**src/rtl/pid_with_filtered_derivative_core_macros.svh**
```systemverilog
// Assertion macros shared by the PID core RTL.
// Every macro samples on clk_i and is disabled while rst_ni is low.
`ifndef PID_WITH_FILTERED_DERIVATIVE_CORE_MACROS_SVH
`define PID_WITH_FILTERED_DERIVATIVE_CORE_MACROS_SVH

// Plain property check.
`define PFD_ASSERT(name, prop, msg) \
  name: assert property (@(posedge clk_i) disable iff (!rst_ni) prop) \
    else $error(msg);

// When cond holds, expr must hold in the following cycle.
`define PFD_ASSERT_NEXT(name, cond, expr, msg) \
  `PFD_ASSERT(name, (cond) |=> (expr), msg)

`endif

```
**src/rtl/pfd_pkg.sv**
```systemverilog
`timescale 1ns / 1ps
// Package for the PID core: widths, register codes, sequencer steps, FIR
// coefficients and the control struct of the shared multiply-accumulate unit.
package pfd_pkg;

  localparam int DATA_WIDTH_DEF = 32;
  localparam int IO_W           = 32;
  localparam int GAIN_W         = 24;
  localparam int BLEND_W        = 17;
  localparam int LIM_W          = 31;
  localparam int CFG_W          = 31;
  localparam int CFG_IDX_W      = 3;
  localparam int FIR_TAPS       = 12;
  localparam int TAP_IDX_W      = $clog2(FIR_TAPS);
  localparam int TAP_GAIN_W     = 16;

  localparam logic [BLEND_W-1:0] BLEND_ONE = 17'd65536;
  localparam logic [LIM_W-1:0]   LIM_RESET = 31'h7FFF_FFFF;

  // Symmetric low-pass coefficients, Q0.16.
  localparam logic [TAP_GAIN_W-1:0] TAP_GAIN [FIR_TAPS] = '{
    16'd746,   16'd1519, 16'd3639, 16'd6548, 16'd9318, 16'd11000,
    16'd11000, 16'd9318, 16'd6548, 16'd3639, 16'd1519, 16'd746
  };

  typedef enum logic [CFG_IDX_W-1:0] {
    CFG_KP_GAIN   = 3'd0,
    CFG_KI_GAIN   = 3'd1,
    CFG_KD_GAIN   = 3'd2,
    CFG_INT_WIN   = 3'd3,
    CFG_INT_MAX   = 3'd4,
    CFG_BLEND     = 3'd5,
    CFG_OUT_MAX   = 3'd6
  } cfg_idx_e;

  typedef enum logic [2:0] {
    S_IDLE,
    S_CHG,
    S_INTEG,
    S_CLAMP,
    S_MAC,
    S_SUM,
    S_DONE
  } pfd_state_e;

  // Multiply-accumulate schedule. Each product takes a high and a low pass.
  localparam int ST_FIR_FIRST_I = 12;
  localparam int ST_FIR_LAST_I  = ST_FIR_FIRST_I + 2 * FIR_TAPS - 1;
  localparam int ST_FIR_DONE_I  = ST_FIR_LAST_I + 2;
  localparam int STEP_W         = $clog2(ST_FIR_DONE_I + 1);

  localparam logic [STEP_W-1:0] ST_P_HI      = STEP_W'(0);
  localparam logic [STEP_W-1:0] ST_P_LO      = STEP_W'(1);
  localparam logic [STEP_W-1:0] ST_I_HI      = STEP_W'(2);
  localparam logic [STEP_W-1:0] ST_I_LO      = STEP_W'(3);
  localparam logic [STEP_W-1:0] ST_D_HI      = STEP_W'(4);
  localparam logic [STEP_W-1:0] ST_D_LO      = STEP_W'(5);
  localparam logic [STEP_W-1:0] ST_B0_HI     = STEP_W'(6);
  localparam logic [STEP_W-1:0] ST_B0_LO     = STEP_W'(7);
  localparam logic [STEP_W-1:0] ST_B1_HI     = STEP_W'(8);
  localparam logic [STEP_W-1:0] ST_B1_LO     = STEP_W'(9);
  localparam logic [STEP_W-1:0] ST_BLEND     = STEP_W'(11);
  localparam logic [STEP_W-1:0] ST_FIR_FIRST = STEP_W'(ST_FIR_FIRST_I);
  localparam logic [STEP_W-1:0] ST_FIR_LAST  = STEP_W'(ST_FIR_LAST_I);
  localparam logic [STEP_W-1:0] ST_FIR_DONE  = STEP_W'(ST_FIR_DONE_I);

  typedef struct packed {
    logic issue;
    logic lo;
    logic clr;
  } mac_ctrl_t;

  function automatic int acc_width(input int dw);
    return ((dw > 32) ? dw : 32) + 10;
  endfunction

  function automatic int mul_a_width(input int dw);
    return ((dw - 16) > 17) ? (dw - 16) : 17;
  endfunction

  function automatic logic [TAP_GAIN_W-1:0] tap_gain(input logic [TAP_IDX_W-1:0] idx);
    if (int'(idx) < FIR_TAPS) begin
      return TAP_GAIN[idx];
    end
    return '0;
  endfunction

endpackage

```
**src/rtl/pfd_taps.sv**
```systemverilog
`timescale 1ns / 1ps
// Derivative FIR delay line with a clear, a shift-in and one read port.
// Depends on pfd_pkg.
module pfd_taps #(
  parameter int DATA_WIDTH = pfd_pkg::DATA_WIDTH_DEF
) (
  input  logic                              clk_i,
  input  logic                              rst_ni,
  input  logic                              clr_i,
  input  logic                              shift_i,
  input  logic signed [DATA_WIDTH-1:0]      din_i,
  input  logic [pfd_pkg::TAP_IDX_W-1:0]     idx_i,
  output logic signed [DATA_WIDTH-1:0]      dout_o
);

  localparam int NT = pfd_pkg::FIR_TAPS;

  logic signed [DATA_WIDTH-1:0] taps_q [NT];

  always_ff @(posedge clk_i or negedge rst_ni) begin
    if (!rst_ni) begin
      for (int i = 0; i < NT; i++) begin
        taps_q[i] <= '0;
      end
    end else if (clr_i) begin
      for (int i = 0; i < NT; i++) begin
        taps_q[i] <= '0;
      end
    end else if (shift_i) begin
      taps_q[0] <= din_i;
      for (int i = 1; i < NT; i++) begin
        taps_q[i] <= taps_q[i-1];
      end
    end
  end

  assign dout_o = (int'(idx_i) < NT) ? taps_q[idx_i] : '0;

endmodule

```
**config.mk**
```make
export PLATFORM = sky130hd
export DESIGN_NAME = pfd_taps
export DESIGN_NICKNAME = d
export VERILOG_FILES = /design/src/rtl/pid_with_filtered_derivative_core_macros.svh /design/src/rtl/pfd_pkg.sv /design/src/rtl/pfd_taps.sv
export SDC_FILE = /design/constraint.sdc
export NUM_CORES = 1
export LEC_CHECK = 0
export BUFFER_PORTS_ARGS = -buffer_cell sky130_fd_sc_hd__buf_4
export CAP_MARGIN = 0
export CORE_UTILIZATION = 55
export DETAILED_ROUTE_END_ITERATION = 12
export PLACE_DENSITY = 0.72
export SLEW_MARGIN = 25
export SYNTH_ARGS = -nofsm -noshare
export SYNTH_HDL_FRONTEND = slang
export SYNTH_SLANG_ARGS = --single-unit
```
**constraint.sdc**
```tcl
create_clock -name clk_i -period 1.7 [get_ports clk_i]
set_input_delay 0.17 -clock clk_i [delete_from_list [all_inputs] [get_ports clk_i]]
set_output_delay 0.17 -clock clk_i [all_outputs]
set_load 0.02 [all_outputs]
```
Word-level counts from Yosys, hierarchy flattened
Index checks and enable logic that the tools add are counted.

Bits in registers: 384. Input bits: 40. Output and inout port bits: 32.

Bitwise logic cells: 1. Magnitude comparators: 2. Reductions and logical operators: 1. Muxes and demuxes: 6.

Operator list (number): $mux 384 (2); $bmux 32 s4 (1); $mux 32 (3); $ge 5x5->1 const B (1); $not 4->5 (1); $lt 4x4->1 const B (1); $reduce_bool 2->1 (1).

Logic depth before layout (Yosys ltp)
Word-level depth: 5. Depth in mapped cells: 7. Depth with buffers taken out: 3.

Least setup slack after synthesis
No wires, ideal clock.

Path kind: input-to-output. From: input port idx_i[3] (netlist bit). To: output port dout_o[10]. Setup slack: 65 ps. Stages: 5. Arrival: 1465 ps. Cells stage by stage: buf_2 > buf_1 > mux4_2 > a22oi_1 > o21ai_0.

Cells in the longest elaborated chain, start to end: 5. Elaborated cells between the ends (all ways): 6. Classes of those cells: order compare (1); mux (4); bitwise (1).

Ends and longest elaborated chain: from (decl) (line pfd_taps.sv:12) `input logic [pfd_pkg::TAP_IDX_W-1:0] idx_i,`; $not 4->5 (not written as such) (line pfd_taps.sv:37) `assign dout_o = (int'(idx_i) < NT) ? taps_q[idx_i] : '0;`; $bmux 32 s4 (line pfd_taps.sv:37); $mux 32 (not written as such) (2 in a row) (line pfd_taps.sv:37); $mux 32 (*) (line pfd_taps.sv:37); to (decl) (line pfd_taps.sv:13) `output logic signed [DATA_WIDTH-1:0] dout_o`.

Every way passes the cells marked *; elsewhere a longest branch is shown, timed or not. The select of a mux whose other input is x is not followed.

Worst setup path after layout
From: register taps_q[23] (netlist bit). To: output port dout_o[23].

Cells in the longest elaborated chain, start to end: 4.

Ends and longest elaborated chain: from (decl) (line pfd_taps.sv:18) `logic signed [DATA_WIDTH-1:0] taps_q [NT];`; from (signal, indexed assignment) (line pfd_taps.sv:32) `taps_q[i] <= taps_q[i-1];`; $bmux 32 s4 (line pfd_taps.sv:37); $mux 32 (not written as such) (2 in a row) (line pfd_taps.sv:37); $mux 32 (line pfd_taps.sv:37).

Every way passes these cells. The select of a mux whose other input is x is not followed.

==> impl_metrics.tcl <==
set metrics [dict create \
    worst-path-buf-inv 1 \
    num_antenna_cells 0 \
    place_ws_ns -0.106 \
    ios 72 \
    max_cap_violations 0 \
    largest_reg_flops 384 \
    crit_path_cell_trace "mux4_2 -> a22oi_1 -> o21ai_1 -> buf_4" \
    drt_iter0_drc 747 \
    relSlewSlack_pct 71.7 \
    largestRegisters "taps_q: 384 flops" \
    slowest_delay_ns 0.47 \
    crit_family "multiplexers" \
    drv_slew 0 \
    drc 0 \
    place_area_um2 19800 \
    wl_per_cell_um 17.9 \
    grt_max_degree 81 \
    stdcell_area_um2 22600 \
    rsz0062_at_grt "true" \
    wl_met1_um 17700 \
    synth.distinct_cells 18 \
    wl_met3_um 1440 \
    synth_top_area_cell "dfrtp_1" \
    async_flop_share_pct 100 \
    swShare_pct 22.8 \
    vias 11961 \
    fin_nets 1717 \
    syn2layout_area_growth_pct 24.0 \
    yosys_most_used_dff "dfrtp_1" \
    die_h_um 184 \
    min_path_type "input pin to flop" \
    netlist.area_leader.share_pct 52.8 \
    synth_edf_count 0 \
    hold_viol 0 \
    synthCells 1465 \
    synthTopCellsByArea "dfrtp_1 (53%), mux2i_1 (21%), mux4_2 (12%), nor2_1 (7.9%), buf_2 (1.3%)" \
    violations "setup timing" \
    die_area_um2 33800 \
    seq_area_frac_synth_pct 52.8 \
    cts_buffer_depth 3 \
    min_period_ns 2.03 \
    initial_core_util_pct 55.9 \
    antenna_left 0 \
    status "finished, violations left" \
    numCtsBuffers 42 \
    p_clk_share_pct 46.2 \
    port_buffers 71 \
    grt_pass1_wl_um 64500 \
    ys_ff_latch 384 \
    synth_fp_nets 1505 \
    clk_pin_slew_ns 0.06 \
    cts_root_buf "clkbuf_16" \
    htree_levels 2 \
    cts_tree "yes" \
    wl_met2_um 18800 \
    finClkSkew_ns 0.0145 \
    critPathLaunchType "flop" \
    irDropWorstVdd_mv 0.962 \
    core_um2 32500 \
    p_leak_nw 11.2 \
    p_int_w 0.0158 \
    highest_layer "met4" \
    crit_fanout 2 \
    seq_power_share_pct 45.4 \
    post-route-period-util_pct 119 \
    cp_data_arrival_time_ns 1.86 \
    post-dp-hpwl_um 23000 \
    cellPowerDensity_nw_per_um2 908 \
    synth_most_common_cell "nor2_1" \
    p_comb_share_pct 8.4 \
    drive_gt1_share_pct 26.9 \
    regMostFlops "taps_q" \
    clock_latency_ns 0.54 \
    required_ns 1.53 \
    grt_usage_pct 23.9 \
    viasPerCell 5.56 \
    synth_area_per_cell_um2 12.4 \
    fin_ws_ns -0.329 \
    first_pass_iters 8 \
    worstMarginPinSlew_ns 0.425 \
    gp_congestion 0.764 \
    end_kind "output port" \
    die_x_um 184 \
    num_rows 66 \
    grt_pass1_vias 12332 \
    yosys_warnings 0 \
    slowest_stage "mux4_2" \
    setup_violations 32 \
    max_clock_freq_mhz 493 \
    grt-ovfl-total 0 \
    syn-cell-area_um2 18200 \
    p_sw_w 0.00467 \
    synth_commonest_cells "nor2_1 (385), dfrtp_1 (384), mux2i_1 (384)" \
    antenna_found_initial 0 \
    finalWirelength_um 38600 \
    cts_sinks 384 \
    crit_type "flop to output port" \
]
-- stage by stage --
stage / instances / power [W] / setup TNS [ns] / utilization, % / hold slack (ns)
after CTS: 2130 / 0.0207 / -10.02 / 68.4 / 0.0541
after global placement: 1943 / 0.0111 / -0.673 / 61.0 / 0.103
after floorplan: 1465 / 0.0104 / 0 / - / -0.126
final: 2151 / 0.0205 / -9.12 / 69.4 / 0.0762
after detailed placement: 1943 / 0.0111 / -0.950 / 61.0 / 0.101
after global routing: 2151 / 0.0212 / -11.22 / 69.4 / 0.0579
-- final cells by class --
cell class / count / area [um^2]
fill: 2304 / 9960
sequential: 384 / 9610
multi-input combinational: 931 / 8060
timing repair buffer: 286 / 2770
clock buffer: 63 / 1320
tap: 442 / 553
clock inverter: 13 / 146
inverter: 32 / 120
-- metal layers --
layer / track usage, % / up-vias
met5: 0 / -
met4: 6.70 / 0
li1: - / 5537
met2: 38.6 / 239
met3: 3.11 / 49
met1: 34.2 / 6136
-- cells by family after synthesis --
group	Yosys count	synth area share, %
AOI/OAI and AO/OA	64	2.28
buffers and inverters	150	3.91
DFF	384	52.8
muxes	480	33.0
and+or+nand+nor	387	8.01
-- worst paths after layout --
kind | startpoint | cells past startpoint | slack (ns) | to
setup / recovery | taps_q[23] | 4 | -0.33 | dout_o[23]
min in group asynchronous | rst_ni | 2 | 0.12 | taps_q[351]
setup reg to reg | taps_q[286] | 4 | 0.75 | taps_q[254]
max in group asynchronous | rst_ni | 3 | 0.80 | taps_q[336]
hold reg to reg | taps_q[6] | 2 | 0.52 | taps_q[6]
hold / removal | shift_i | 3 | 0.08 | taps_q[259]
-- tightest hold or removal path, delay by kind of cell --
kind / cells / cell delay (ns)
AND/OR/NAND/NOR: 1 / 0.07
buffers and inverters: 1 / 0.17
multiplexers: 1 / 0.14
-- layout by cell type (no fill, tap or decap) --
cell type and n:
dfrtp_1 384, buf_12 38, clkinv_2 8, clkbuf_8 13, buf_4 200, nor2b_4 1
dlygate4sd3_1 34, clkbuf_1 5, clkinvlp_4 1, clkbuf_16 45, mux2i_1 384, nand2b_1 1
a22oi_1 5, nor2_4 1, buf_8 3, bufinv_16 3, inv_1 32, o21ai_1 21
mux4_2 96, nor2_1 384, clkinv_4 1, a22oi_2 27, o21ai_2 11, buf_6 11
-- power by group through the flow --
stage          combinational (W)  clock (W)  sequential (W)
3_3_place_gp             0.00159          0         0.00947
5_1_grt                  0.00185     0.0100         0.00931
6_report                 0.00172    0.00948         0.00930
2_1_floorplan           0.000926          0         0.00944
3_5_place_dp             0.00160          0         0.00947
4_1_cts                  0.00172    0.00966         0.00930
-- repair_timing --
action / in CTS / in global routing
resized for setup: 21 / 35
hold buffers: 34 / 0
buffers inserted: 78 / 21
pin swaps: 32 / 2
endpoints found under the setup margin: 32 / 32
endpoints found under the hold margin: 378 / 0
Note: power is estimated with default switching activity, not from simulation.
