==> src/rtl/pid_with_filtered_derivative_core_macros.svh <==
// Assertion macros shared by the PID core RTL.
// Every macro samples on clk_i and is disabled while rst_ni is low.
`ifndef PID_WITH_FILTERED_DERIVATIVE_CORE_MACROS_SVH
`define PID_WITH_FILTERED_DERIVATIVE_CORE_MACROS_SVH

// Plain property check.
`define PFD_ASSERT(name, prop, msg) \
  name: assert property (@(posedge clk_i) disable iff (!rst_ni) prop) \
    else $error(msg);

// When cond holds, expr must hold in the following cycle.
`define PFD_ASSERT_NEXT(name, cond, expr, msg) \
  `PFD_ASSERT(name, (cond) |=> (expr), msg)

`endif

==> src/rtl/pfd_pkg.sv <==
`timescale 1ns / 1ps
// Package for the PID core: widths, register codes, sequencer steps, FIR
// coefficients and the control struct of the shared multiply-accumulate unit.
package pfd_pkg;

  localparam int DATA_WIDTH_DEF = 32;
  localparam int IO_W           = 32;
  localparam int GAIN_W         = 24;
  localparam int BLEND_W        = 17;
  localparam int LIM_W          = 31;
  localparam int CFG_W          = 31;
  localparam int CFG_IDX_W      = 3;
  localparam int FIR_TAPS       = 12;
  localparam int TAP_IDX_W      = $clog2(FIR_TAPS);
  localparam int TAP_GAIN_W     = 16;

  localparam logic [BLEND_W-1:0] BLEND_ONE = 17'd65536;
  localparam logic [LIM_W-1:0]   LIM_RESET = 31'h7FFF_FFFF;

  // Symmetric low-pass coefficients, Q0.16.
  localparam logic [TAP_GAIN_W-1:0] TAP_GAIN [FIR_TAPS] = '{
    16'd746,   16'd1519, 16'd3639, 16'd6548, 16'd9318, 16'd11000,
    16'd11000, 16'd9318, 16'd6548, 16'd3639, 16'd1519, 16'd746
  };

  typedef enum logic [CFG_IDX_W-1:0] {
    CFG_KP_GAIN   = 3'd0,
    CFG_KI_GAIN   = 3'd1,
    CFG_KD_GAIN   = 3'd2,
    CFG_INT_WIN   = 3'd3,
    CFG_INT_MAX   = 3'd4,
    CFG_BLEND     = 3'd5,
    CFG_OUT_MAX   = 3'd6
  } cfg_idx_e;

  typedef enum logic [2:0] {
    S_IDLE,
    S_CHG,
    S_INTEG,
    S_CLAMP,
    S_MAC,
    S_SUM,
    S_DONE
  } pfd_state_e;

  // Multiply-accumulate schedule. Each product takes a high and a low pass.
  localparam int ST_FIR_FIRST_I = 12;
  localparam int ST_FIR_LAST_I  = ST_FIR_FIRST_I + 2 * FIR_TAPS - 1;
  localparam int ST_FIR_DONE_I  = ST_FIR_LAST_I + 2;
  localparam int STEP_W         = $clog2(ST_FIR_DONE_I + 1);

  localparam logic [STEP_W-1:0] ST_P_HI      = STEP_W'(0);
  localparam logic [STEP_W-1:0] ST_P_LO      = STEP_W'(1);
  localparam logic [STEP_W-1:0] ST_I_HI      = STEP_W'(2);
  localparam logic [STEP_W-1:0] ST_I_LO      = STEP_W'(3);
  localparam logic [STEP_W-1:0] ST_D_HI      = STEP_W'(4);
  localparam logic [STEP_W-1:0] ST_D_LO      = STEP_W'(5);
  localparam logic [STEP_W-1:0] ST_B0_HI     = STEP_W'(6);
  localparam logic [STEP_W-1:0] ST_B0_LO     = STEP_W'(7);
  localparam logic [STEP_W-1:0] ST_B1_HI     = STEP_W'(8);
  localparam logic [STEP_W-1:0] ST_B1_LO     = STEP_W'(9);
  localparam logic [STEP_W-1:0] ST_BLEND     = STEP_W'(11);
  localparam logic [STEP_W-1:0] ST_FIR_FIRST = STEP_W'(ST_FIR_FIRST_I);
  localparam logic [STEP_W-1:0] ST_FIR_LAST  = STEP_W'(ST_FIR_LAST_I);
  localparam logic [STEP_W-1:0] ST_FIR_DONE  = STEP_W'(ST_FIR_DONE_I);

  typedef struct packed {
    logic issue;
    logic lo;
    logic clr;
  } mac_ctrl_t;

  function automatic int acc_width(input int dw);
    return ((dw > 32) ? dw : 32) + 10;
  endfunction

  function automatic int mul_a_width(input int dw);
    return ((dw - 16) > 17) ? (dw - 16) : 17;
  endfunction

  function automatic logic [TAP_GAIN_W-1:0] tap_gain(input logic [TAP_IDX_W-1:0] idx);
    if (int'(idx) < FIR_TAPS) begin
      return TAP_GAIN[idx];
    end
    return '0;
  endfunction

endpackage

==> src/rtl/pfd_mac.sv <==
`timescale 1ns / 1ps
// Shared multiply-accumulate unit: one registered product, one accumulator.
// Depends on pfd_pkg and the assertion macro header.
`include "pid_with_filtered_derivative_core_macros.svh"

module pfd_mac #(
  parameter int DATA_WIDTH = pfd_pkg::DATA_WIDTH_DEF
) (
  input  logic                                              clk_i,
  input  logic                                              rst_ni,
  input  pfd_pkg::mac_ctrl_t                                ctrl_i,
  input  logic signed [DATA_WIDTH-1:0]                      v_i,
  input  logic [pfd_pkg::GAIN_W-1:0]                        k_i,
  output logic signed [pfd_pkg::acc_width(DATA_WIDTH)-1:0]  acc_o
);

  localparam int DW = DATA_WIDTH;
  localparam int AW = pfd_pkg::acc_width(DATA_WIDTH);
  localparam int MA = pfd_pkg::mul_a_width(DATA_WIDTH);
  localparam int KW = pfd_pkg::GAIN_W;
  localparam int PW = MA + KW + 1;

  logic signed [MA+16:0]  v_ext;
  logic signed [MA-1:0]   v_hi;
  logic signed [MA-1:0]   v_lo;
  logic signed [MA-1:0]   op_a;
  logic signed [KW:0]     op_b;
  logic signed [PW-1:0]   prod_d;
  logic signed [PW-1:0]   prod_q;
  logic                   pv_q;
  logic                   plo_q;
  logic                   pclr_q;
  logic signed [AW-1:0]   add_val;
  logic signed [AW-1:0]   acc_q;

  // The value splits into a signed upper part (floor of v / 2^16) and the
  // unsigned low 16 bits, so floor(v * k / 2^16) is exact in two passes.
  assign v_ext  = {{(MA + 17 - DW){v_i[DW-1]}}, v_i};
  assign v_hi   = MA'(v_ext >>> 16);
  assign v_lo   = {{(MA - 16){1'b0}}, v_i[15:0]};
  assign op_a   = ctrl_i.lo ? v_lo : v_hi;
  assign op_b   = {1'b0, k_i};
  assign prod_d = op_a * op_b;

  always_ff @(posedge clk_i or negedge rst_ni) begin
    if (!rst_ni) begin
      pv_q   <= 1'b0;
      plo_q  <= 1'b0;
      pclr_q <= 1'b0;
    end else begin
      pv_q   <= ctrl_i.issue;
      plo_q  <= ctrl_i.lo;
      pclr_q <= ctrl_i.clr;
    end
  end

  always_ff @(posedge clk_i) begin
    prod_q <= prod_d;
  end

  assign add_val = plo_q ? AW'(prod_q >>> 16) : AW'(prod_q);

  always_ff @(posedge clk_i) begin
    if (pv_q) begin
      acc_q <= (pclr_q ? '0 : acc_q) + add_val;
    end
  end

  assign acc_o = acc_q;

  `PFD_ASSERT(a_lo_after_hi, ctrl_i.issue && ctrl_i.lo |-> $past(ctrl_i.issue && !ctrl_i.lo), "low pass issued without its high pass")
  `PFD_ASSERT(a_clr_on_hi, ctrl_i.clr |-> ctrl_i.issue && !ctrl_i.lo, "accumulator clear not on a high pass")

endmodule

==> config.mk <==
export PLATFORM = sky130hd
export DESIGN_NAME = pfd_mac
export DESIGN_NICKNAME = d
export VERILOG_FILES = /design/src/rtl/pfd_pkg.sv /design/src/rtl/pfd_mac.sv
export VERILOG_INCLUDE_DIRS = /design/src /design/src/rtl
export SDC_FILE = /design/constraint.sdc
export NUM_CORES = 1
export LEC_CHECK = 0
export BUFFER_PORTS_ARGS = -buffer_cell sky130_fd_sc_hd__clkbuf_2
export CAP_MARGIN = 25
export CORE_MARGIN = 8
export CORE_UTILIZATION = 25
export DETAILED_ROUTE_END_ITERATION = 6
export MAX_ROUTING_LAYER = met4
export PLACE_DENSITY = 0.49
export SKIP_LAST_GASP = 1
export SYNTH_ARGS = -nofsm -noshare
export SYNTH_HDL_FRONTEND = slang
export SYNTH_SLANG_ARGS = --single-unit
==> constraint.sdc <==
create_clock -name clk_i -period 8 [get_ports clk_i]
set_input_delay 0 -clock clk_i [delete_from_list [all_inputs] [get_ports clk_i]]
set_output_delay 0 -clock clk_i [all_outputs]
set_load 0.05 [all_outputs]
; ---- Yosys cells after proc, flatten, opt, wreduce, memory -nomap -nowiden
; Cells that the tools add are included.
[word_totals]
register_bits = 87
latchBits = 0
mem_bits_rw = 0
mem_bits_ro = 0
in_bits = 61
output_inout_bits = 42
wordCells = 10
memories = 0
[classes]
add_sub_neg = 1
mul = 1
div = 0
n_lt_le_gt_ge = 0
eq_ne = 0
n_shift = 0
mux = 3
bitwise = 0
n_reduce_logical = 0
[op_table]
columns = op, n
row1 = $add 42x42->42, 1
row2 = $mul 17x25->42, 1
row3 = $mux 42, 1
row4 = $mux 41, 1
row5 = $mux 17, 1

; ---- Longest topological paths before layout
[depth]
ltp_word = 2
depth_mapped = 27

; ---- Worst setup path after synthesis
; Ideal clock, no wire load.
[synth_path]
path_kind = input to register
startpoint = in ctrl_i[1] in the netlist's numbering
endpoint = reg prod_q[38]
setup_ps = 122
t_arrival_ps = 6586
required_time_ps = 7878
setup_slack_ps = 1292
stages = 26
path_cell_list = clkbuf_1 buf_1 mux2_2 clkbuf_1 nand2_1 fa_1 inv_1 fa_1 inv_1 fa_1 inv_1 fa_1 fa_1 inv_1 fa_1 inv_1 ha_1 a21o_1 a21o_1 a21o_1 a221o_1 a31oi_4 o21ai_2 a221oi_4 nor3_1 a311o_1
[synth_between]
elab_chain_len = 2
[synth_rtl]
columns = element, line_no
row1 = start: declaration, pfd_mac.sv:11  ; input pfd_pkg::mac_ctrl_t ctrl_i,
row2 = $mux 17, pfd_mac.sv:41  ; assign op_a = ctrl_i.lo ? v_lo : v_hi;
row3 = $mul 17x25->42, pfd_mac.sv:43  ; assign prod_d = op_a * op_b;
row4 = net prod_d[38], pfd_mac.sv:28  ; logic signed [PW-1:0] prod_d;
row5 = end signal: assignment, pfd_mac.sv:58  ; prod_q <= prod_d;
row6 = end: declaration, pfd_mac.sv:29  ; logic signed [PW-1:0] prod_q;
; The timed path passes the listed nets, and every way through them passes these cells.
; A chain may end at the register's enable or synchronous reset.

; ---- Worst setup path after layout
[layout_path]
startpoint = in ctrl_i[1] in the netlist's numbering
endpoint = reg prod_q[41]
; Same word-level chain as after synthesis.

==> flow_metrics.env <==
export IMPL_status="finished clean"
export IMPL_dp_hpwl_mm=44.5
export IMPL_postCtsSetupBuffers=0
export IMPL_synthArstFlopShare=0.0345
export IMPL_wire_per_inst_um=16.9
export IMPL_worstMarginPinSlew_ns=0.702
export IMPL_grt_antenna_before_repair=1
export IMPL_gr_total_overflow=0
export IMPL_clock_path_buffers=2
export IMPL_syn_nets=2698
export IMPL_drt_total_wl_mm=53.1
export IMPL_path_delay_family="adder cells"
export IMPL_hold_viol=0
export IMPL_ios=103
export IMPL_holdCritPathClass="in2reg"
export IMPL_slew_viol_final=0
export IMPL_ys_seq_elements=87
export IMPL_port_buffers=102
export IMPL_clock_fmax_mhz=144
export IMPL_ys_top_cells_by_count="inv_1 (421), fa_1 (330), nand2_1 (261)"
export IMPL_hold_buffers=4
export IMPL_rows=101
export IMPL_crit_slowest_cell="mux2_2"
export IMPL_cts_buffers=9
export IMPL_cts_resized=0
export IMPL_cap_violations=0
export IMPL_die_h_um=292
export IMPL_ys_types=67
export IMPL_crit_buf_inv=5
export IMPL_synth_flop_cell="edfxtp_1"
export IMPL_vias_per_cell=4.49
export IMPL_grt_start_max_net_pins=43
export IMPL_drc=0
export IMPL_ys_warnings_count=0
export IMPL_ys_seq_area_frac=0.114
export IMPL_netlist_area_um2=19000
export IMPL_area_growth_pct=9.63
export IMPL_syn_area_per_cell_um2=8.96
export IMPL_fin_crit_sh=0.867
export IMPL_synth_edf_count=42
export IMPL_finClkSkew_ns=0.0126
export IMPL_cp_start_kind="primary input"
export IMPL_multi_input_area_um2=14900
export IMPL_grtUsageTotal=0.127
export IMPL_final_nets=2738
export IMPL_finalCriticalPeriod_ns=6.93
export IMPL_synth_area_leader_cell="fa_1"
export IMPL_crit_arrival_ns=7.21
export IMPL_fillCellCount=8058
export IMPL_drive_gt1_frac=0.0825
export IMPL_num_antenna_cells=0
export IMPL_clock_latency_ns=0.36
export IMPL_yosys_top_cells_area="fa_1 (35%), ha_1 (12%), inv_1 (8.3%), edfxtp_1 (6.6%), nand2_1 (5.1%)"
export IMPL_max_slew_margin=0.532
export IMPL_yosysMostFrequentCell="inv_1"
export IMPL_grt_pass1_vias=15200
export IMPL_cts_sinks=87
export IMPL_dr_total_vias=14100
export IMPL_core_area_um2=75700
export IMPL_netlist_instances=2124
export IMPL_end_kind="register"
export IMPL_root_buffer="clkbuf_16"
export IMPL_crit_path_frequent_cell="fa_1"
export IMPL_cts_reportedPaths_clkPinSlew_ns=0.07
export IMPL_antenna_left=0
export IMPL_tns_ns=0
export IMPL_slowest_delay_ns=0.61
export IMPL_firstDrtPassIters=5
export IMPL_critPathRequiredTime_ns=8.28
export IMPL_grt_pass1_wl_mm=85.2
export IMPL_setup_viol_count_final=0
export IMPL_gp_congestion=0.863
export IMPL_initial_utilization=0.251
export IMPL_rsz0062_at_grt="no"
export IMPL_path_cells="clkbuf_2 -> mux2_2 -> and2_1 -> fa_1 -> inv_1 -> fa_1 -> fa_1 -> inv_1 -> fa_1 -> fa_1 -> inv_1 -> fa_1 -> inv_1 -> ha_1 -> a21oi_1 -> o21ai_0 -> or3_1 -> nor3_1 -> o31ai_1 -> o21ai_1 -> a21oi_1 -> and4b_1 -> nor3_1"
export IMPL_htreeDepth=3
export IMPL_synth_top_area_frac=0.347
export IMPL_die_w_um=292
export IMPL_path_class="in2reg"
export IMPL_drtIter0Drc=775
export IMPL_regArea_um2=2180
export IMPL_worstPathMaxFanout=24
export IMPL_cts_tree="done"
export IMPL_die_area_um2=85200
[layer usage]
| metal | track usage | routed length [um] | vias to the layer above |
|---|---|---|---|
| li1 | - | - | 6655 |
| met1 | 0.179 | 26300 | 7103 |
| met2 | 0.200 | 24000 | 328 |
| met3 | 0.0137 | 2330 | 34 |
| met4 | 0.0196 | 586 | 0 |
| met5 | - | 0 | - |
[worst min-delay path, delay by kind of cell]
| kind | cells | cell delay (ns) |
|---|---|---|
| simple gates | 1 | 0.18 |
| mux | 1 | 0.06 |
| buf+inv | 2 | 0.31 |
[final timing paths]
path / startpoint / to / slack, ns / cells past startpoint
worst min-delay path: v_i[0] / prod_q[0]$_DFF_P_ / 0.26 / 4
max in group asynchronous: rst_ni / pv_q$_DFF_PN0_ / 7.30 / 3
worst min register to register: prod_q[41]$_DFF_P_ / acc_o[41]$_DFFE_PP_ / 0.70 / 2
worst max register to register: plo_q$_DFF_PN0_ / acc_o[38]$_DFFE_PP_ / 3.81 / 14
min in group asynchronous: rst_ni / plo_q$_DFF_PN0_ / 0.54 / 3
worst max-delay path: ctrl_i[1] / prod_q[41]$_DFF_P_ / 1.07 / 23
[cell type report]
| class | instances | share of cell area |
|---|---|---|
| Tap cell | 978 | 0.0587 |
| Inverter | 421 | 0.0758 |
| Sequential cell | 87 | 0.104 |
| Timing Repair Buffer | 115 | 0.0306 |
| Clock buffer | 9 | 0.0108 |
| Multi-Input combinational cell | 1530 | 0.717 |
| Clock inverter | 7 | 0.00300 |
[registers in the layout (all words and copies together) (netlist names)]
name	flops
pclr_q	1
acc_o	42
plo_q	1
pv_q	1
prod_q	42
[cells in the final DEF (no fill, tap or decap), drive strengths merged, types with 9 or more instances in the layout]
cell      n
a21o     43
a21oi    72
a31oi    11
and2    145
and3      9
buf       9
clkbuf  111
dfxtp    42
edfxtp   42
fa      330
ha      183
inv     426
mux2     37
nand2   261
nand2b   24
nand3    10
nand4    11
nor2     65
nor2b    96
nor3     12
o21ai    56
xnor2    51
xor2     22
[cell families after synthesis]
kind of cell / Yosys count / synth area share
compound gates: 248 / 0.0873
flops: 87 / 0.114
fa+ha+maj: 513 / 0.468
simple gates: 654 / 0.172
buf+inv: 507 / 0.100
mux: 42 / 0.0245
xor+xnor: 73 / 0.0336
[metrics by stage]
stage	setup slack, ns	util	cell area (um^2)	instances	hold slack, ns
final	1.07	0.276	20900	3147	0.256
after CTS	1.06	0.275	20800	3146	0.268
after global routing	0.651	0.276	20900	3147	0.291
after global placement	0.761	0.271	20500	3126	-0.202
after floorplan	1.29	-	19000	2124	-0.296
after detailed placement	0.693	0.271	20500	3126	-0.200
Power is not shown: default switching activity piles up to over one toggle a cycle in this logic, so the estimate is an artifact.
